### src/design/ath_pkg.sv
// shared types and constants of the autoscaling time histogram
// used by ath_div and autoscaling_time_histogram
`default_nettype none

package ath_pkg;

    localparam int DEF_BINS        = 256;
    localparam int DEF_COUNT_WIDTH = 32;

    localparam logic CFG_INITIAL_RANGE   = 1'b0;
    localparam logic CFG_SAMPLES_TO_SKIP = 1'b1;

    localparam logic KIND_SAMPLE = 1'b0;
    localparam logic KIND_READ   = 1'b1;

    typedef struct packed {
        logic        start;
        logic [5:0]  steps;
        logic [63:0] dividend;
        logic [31:0] divisor;
    } div_req_t;

    typedef struct packed {
        logic        done;
        logic [31:0] quotient;
    } div_rsp_t;

endpackage

`default_nettype wire

### src/design/ath_div.sv
// radix-2 restoring divider, one quotient bit per cycle
// depends on ath_pkg for the request and response structs
`default_nettype none

module ath_div
(
    input  wire logic             clk,
    input  wire logic             rst_n,
    input  wire ath_pkg::div_req_t req,
    output ath_pkg::div_rsp_t      rsp
);

    logic        run_reg, run_next;
    logic        done_reg, done_next;
    logic [5:0]  cnt_reg, cnt_next;
    logic [31:0] rem_reg, rem_next;
    logic [63:0] dvd_reg, dvd_next;
    logic [31:0] dvs_reg, dvs_next;
    logic [31:0] q_reg, q_next;
    logic [32:0] rem2;
    logic        ge;

    assign rem2 = {rem_reg, dvd_reg[63]};
    assign ge   = rem2 >= {1'b0, dvs_reg};

    always_comb
    begin
        run_next  = run_reg;
        done_next = 1'b0;
        cnt_next  = cnt_reg;
        rem_next  = rem_reg;
        dvd_next  = dvd_reg;
        dvs_next  = dvs_reg;
        q_next    = q_reg;
        if (req.start)
        begin
            // caller guarantees the top part of the dividend is below the divisor
            rem_next = 32'(req.dividend >> req.steps);
            dvd_next = req.dividend << (7'd64 - {1'b0, req.steps});
            dvs_next = req.divisor;
            q_next   = '0;
            cnt_next = req.steps;
            run_next = 1'b1;
        end
        else if (run_reg)
        begin
            rem_next = ge ? 32'(rem2 - {1'b0, dvs_reg}) : rem2[31:0];
            dvd_next = {dvd_reg[62:0], 1'b0};
            q_next   = {q_reg[30:0], ge};
            cnt_next = cnt_reg - 6'd1;
            if (cnt_reg == 6'd1)
            begin
                run_next  = 1'b0;
                done_next = 1'b1;
            end
        end
    end

    always_ff @(posedge clk or negedge rst_n)
    begin
        if (!rst_n)
        begin
            run_reg  <= 1'b0;
            done_reg <= 1'b0;
            cnt_reg  <= '0;
        end
        else
        begin
            run_reg  <= run_next;
            done_reg <= done_next;
            cnt_reg  <= cnt_next;
        end
    end

    always_ff @(posedge clk)
    begin
        rem_reg <= rem_next;
        dvd_reg <= dvd_next;
        dvs_reg <= dvs_next;
        q_reg   <= q_next;
    end

    assign rsp.done     = done_reg;
    assign rsp.quotient = q_reg;

endmodule

`default_nettype wire

### config.mk
export PLATFORM = sky130hd
export DESIGN_NAME = ath_div
export DESIGN_NICKNAME = d
export VERILOG_FILES = /design/src/design/ath_pkg.sv /design/src/design/ath_div.sv
export SDC_FILE = /design/constraint.sdc
export NUM_CORES = 1
export LEC_CHECK = 0
export ABC_AREA = 1
export BUFFER_PORTS_ARGS = -buffer_cell sky130_fd_sc_hd__buf_2
export CAP_MARGIN = 20
export CORE_ASPECT_RATIO = 0.8
export CORE_MARGIN = 5
export CORE_UTILIZATION = 28
export DETAILED_ROUTE_END_ITERATION = 16
export HOLD_SLACK_MARGIN = 0.02
export SLEW_MARGIN = 20
export SYNTH_ARGS = -nofsm -noshare
export SYNTH_HDL_FRONTEND = slang
export SYNTH_SLANG_ARGS = --single-unit
### constraint.sdc
create_clock -name clk -period 5.09 [get_ports clk]
set_input_delay 1.2725 -clock clk [delete_from_list [all_inputs] [get_ports clk]]
set_output_delay 1.2725 -clock clk [all_outputs]
set_load 0.005 [all_outputs]
==> out/qor.yml <==
port_buffers: 137
crit_family: "simple AND/OR/NAND/NOR gates"
rr_worst_depth: 13
synth_top_area_frac: 0.238
tns_ns: 0
hold_violations: 0
period_needed_ns: 3.38
antennaDiodeCount: 0
start_util: 0.282
path_class: "input port to flip-flop"
cts_setup_buffers: 0
relSlewSlack: 0.316
cap_viol_max_count: 0
coreArea_sq_um: 57900
dp_hpwl_mm: 51.1
cp-start-kind: "input port"
ys_types: 43
die_h_um: 226
max_freq_mhz: 296
worst_skew_pair.late_latency_ns: 0.46
cts_made_buffers: 17
drtIter0Drc: 2580
nNetsFinal: 2876
timing.hold.ws_ns: 0.479
grt_max_degree: 112
stdcell_area_sq_um: 18300
placed_cell_area_sq_um: 17600
setup-violations-final: 0
die_w_um: 280
grt.total_usage: 0.202
synth_top_area_cell: "nand2_1"
slew_viol_final: 0
leakage_nw: 8.97
cts_tree: "built"
path_cells: "buf_2 -> nor2_1 -> nand2_2 -> nor2_2 -> xor2_2 -> inv_2 -> nor2_4 -> inv_2 -> a21oi_1 -> nand2_1 -> nand2_1"
largest_reg_flops: 64
cp.buffers_inverters: 3
crit_fanout: 29
antenna_found_initial: 1
status: "complete, no violations"
avgSynthCellArea_sq_um: 6.05
cp_data_arrival_time_ns: 3.70
synthesis.area_sq_um: 16300
total_power_w: 0.00675
synth_cells: 2697
clockBufferDepth: 2
grt_first_pass_wirelength_mm: 100
crit_cells: 11
yosys_register_bits: 168
grt_overflow: 0
fin_skew_ns: 0.0185
utilization: 0.315
vias_per_cell: 5.31
min_path_cells: 2
first_pass_iters: 6
rsz0062_at_grt: "false"
ys_seq_area_frac: 0.287
rows: 79
syn_to_final_growth_pct: 11.9
drive_gt1_frac: 0.0848
finalWeightedCongestion: 0.991
fillers: 6625
ios: 138
power.density_nw_per_um2: 370
critPathSlowestCell: "nor2_4"
tightest_slew_ns: 1.03
synth.area.top_cells: "nand2_1 24%, edfxtp_1 24%, nand3_1 20%"
antenna_left: 0
worstSetupEndpointType: "flip-flop"
worstHoldPathType: "flip-flop to flip-flop"
ctsHtreeMaxLevel: 4
hold_buffers: 0
cts-root-buf: "clkbuf_16"
ctsResizeCount: 0
wl_per_cell_um: 18.8
die_area_sq_um: 63200
routed_wirelength_mm: 66.1
cts.sink_count: 168
drc: 0
max_stage_delay_ns: 0.61
period_share: 0.664
route.vias.total: 18700
grt_pass1_vias: 17000
ys_warn_count: 0
path_clk_slew_ns: 0.08
crit_required_ns: 5.41
syn-num-nets: 2838
vdd_drop_max_mv: 0.235
[worst register-to-register path, cell delays in order (launching register included)]
cell and delay [ns]:
edfxtp_1 0.45, ha_1 0.41, nand2_1 0.13, nor2_1 0.34, nand3_1 0.13, nor2_1 0.11, nand2_1 0.07, nand2_1 0.07
nor2_2 0.05, nand2_1 0.20, buf_4 0.37, nand3_1 0.20, nand2_1 0.10, nand2_1 0.05
[layout by cell type, fill, tap and decap left out, types with 4 or more instances in the layout]
cell type / netlist / routed
xnor2_1: 14 / 14
buf_2: 44 / 137
or2_2: 6 / 6
and2_1: 29 / 29
nor3_1: 4 / 4
nand3b_1: 27 / 27
ha_1: 35 / 34
a21oi_1: 39 / 39
nand4_1: 19 / 19
o21ai_0: 84 / 84
inv_2: 9 / 10
nand2_1: 1033 / 1031
inv_1: 231 / 229
clkbuf_16: 0 / 17
edfxtp_1: 128 / 128
buf_4: 3 / 31
o211ai_1: 49 / 49
nor2_1: 82 / 81
dfrtp_1: 8 / 8
a31oi_1: 4 / 4
o21a_1: 4 / 4
dfxtp_1: 32 / 32
mux2i_1: 11 / 11
o22ai_1: 30 / 30
inv_8: 0 / 5
a22oi_1: 6 / 6
nand3_1: 638 / 638
[logic make-up (layout without fill, tap and decap cells)]
family	after synthesis	count (layout)	share of synthesized area
AOI/OAI and AO/OA	227	227	0.0829
buffers and inverters	395	446	0.0950
xor gates and xnor gates	17	17	0.0101
adders and majority gates	36	36	0.0281
DFF	168	168	0.287
muxes	11	11	0.00675
and+or+nand+nor	1843	1843	0.490
[final cells by class]
type                    instances  area, sq um  share of cell area
clock buffers                  17          425              0.0233
multi-input cells            2134        10100               0.554
inverters                     242          911              0.0499
clock inverters                15          169             0.00926
well taps                     769          962              0.0527
flip-flops and latches        168         4680               0.257
repair buffers                172          993              0.0544
[final timing paths]
kind,start,slack [ns],end
max,req[96],1.71,dvd_reg[47]$_DFFE_PP_
min,q_reg[31]$_SDFFE_PP0P_,0.48,q_reg[31]$_SDFFE_PP0P_
min in group asynchronous,rst_n,0.64,cnt_reg[1]$_DFFE_PN0P_
max in group asynchronous,rst_n,4.27,cnt_reg[2]$_DFFE_PN0P_
min reg2reg,q_reg[31]$_SDFFE_PP0P_,0.48,q_reg[31]$_SDFFE_PP0P_
max reg2reg,rem_reg[6]$_DFFE_PP_,2.17,rem_reg[26]$_DFFE_PP_
[report_power, final]
part	total [W]	switching [W]	internal, W
Sequential	0.00195	0.000150	0.00180
Clock	0.00134	0.000675	0.000664
Combinational	0.00346	0.00232	0.00114
[synthesized netlist by cell type, drive strengths merged]
cell type  count
o211a          1
mux2i         11
a21boi         2
edfxtp       128
a31oi          4
or2            6
o221ai         1
nand3b        27
o22ai         30
nand3        638
and2          29
nor2          86
nand4         19
a21oi         39
ha            35
o21bai         1
nor3           4
buf           90
inv          240
o21ai         88
fa             1
o211ai        49
a21o           1
clkinv         2
o21a           4
dfxtp         32
xnor2         14
xor2           3
a22o           1
clkbuf        63
dfrtp          8
a22oi          6
nand2       1034
[stage by stage]
stage	std cells	worst slack [ns]
final	3517	1.71
after global routing	3517	1.59
after CTS	3516	1.81
after detailed placement	3484	1.31
after global placement	3484	1.27
after floorplan	2697	0.329
[layer usage]
metal  GRT usage  routed length (um)  up-vias
met2       0.283               26400      973
met5           0                   7        -
met1       0.313               31300     8564
met3      0.0381                6540       92
met4      0.0601                1860        2
li1            -                   -     9041
No activity file was read; power rests on OpenSTA's default activity.
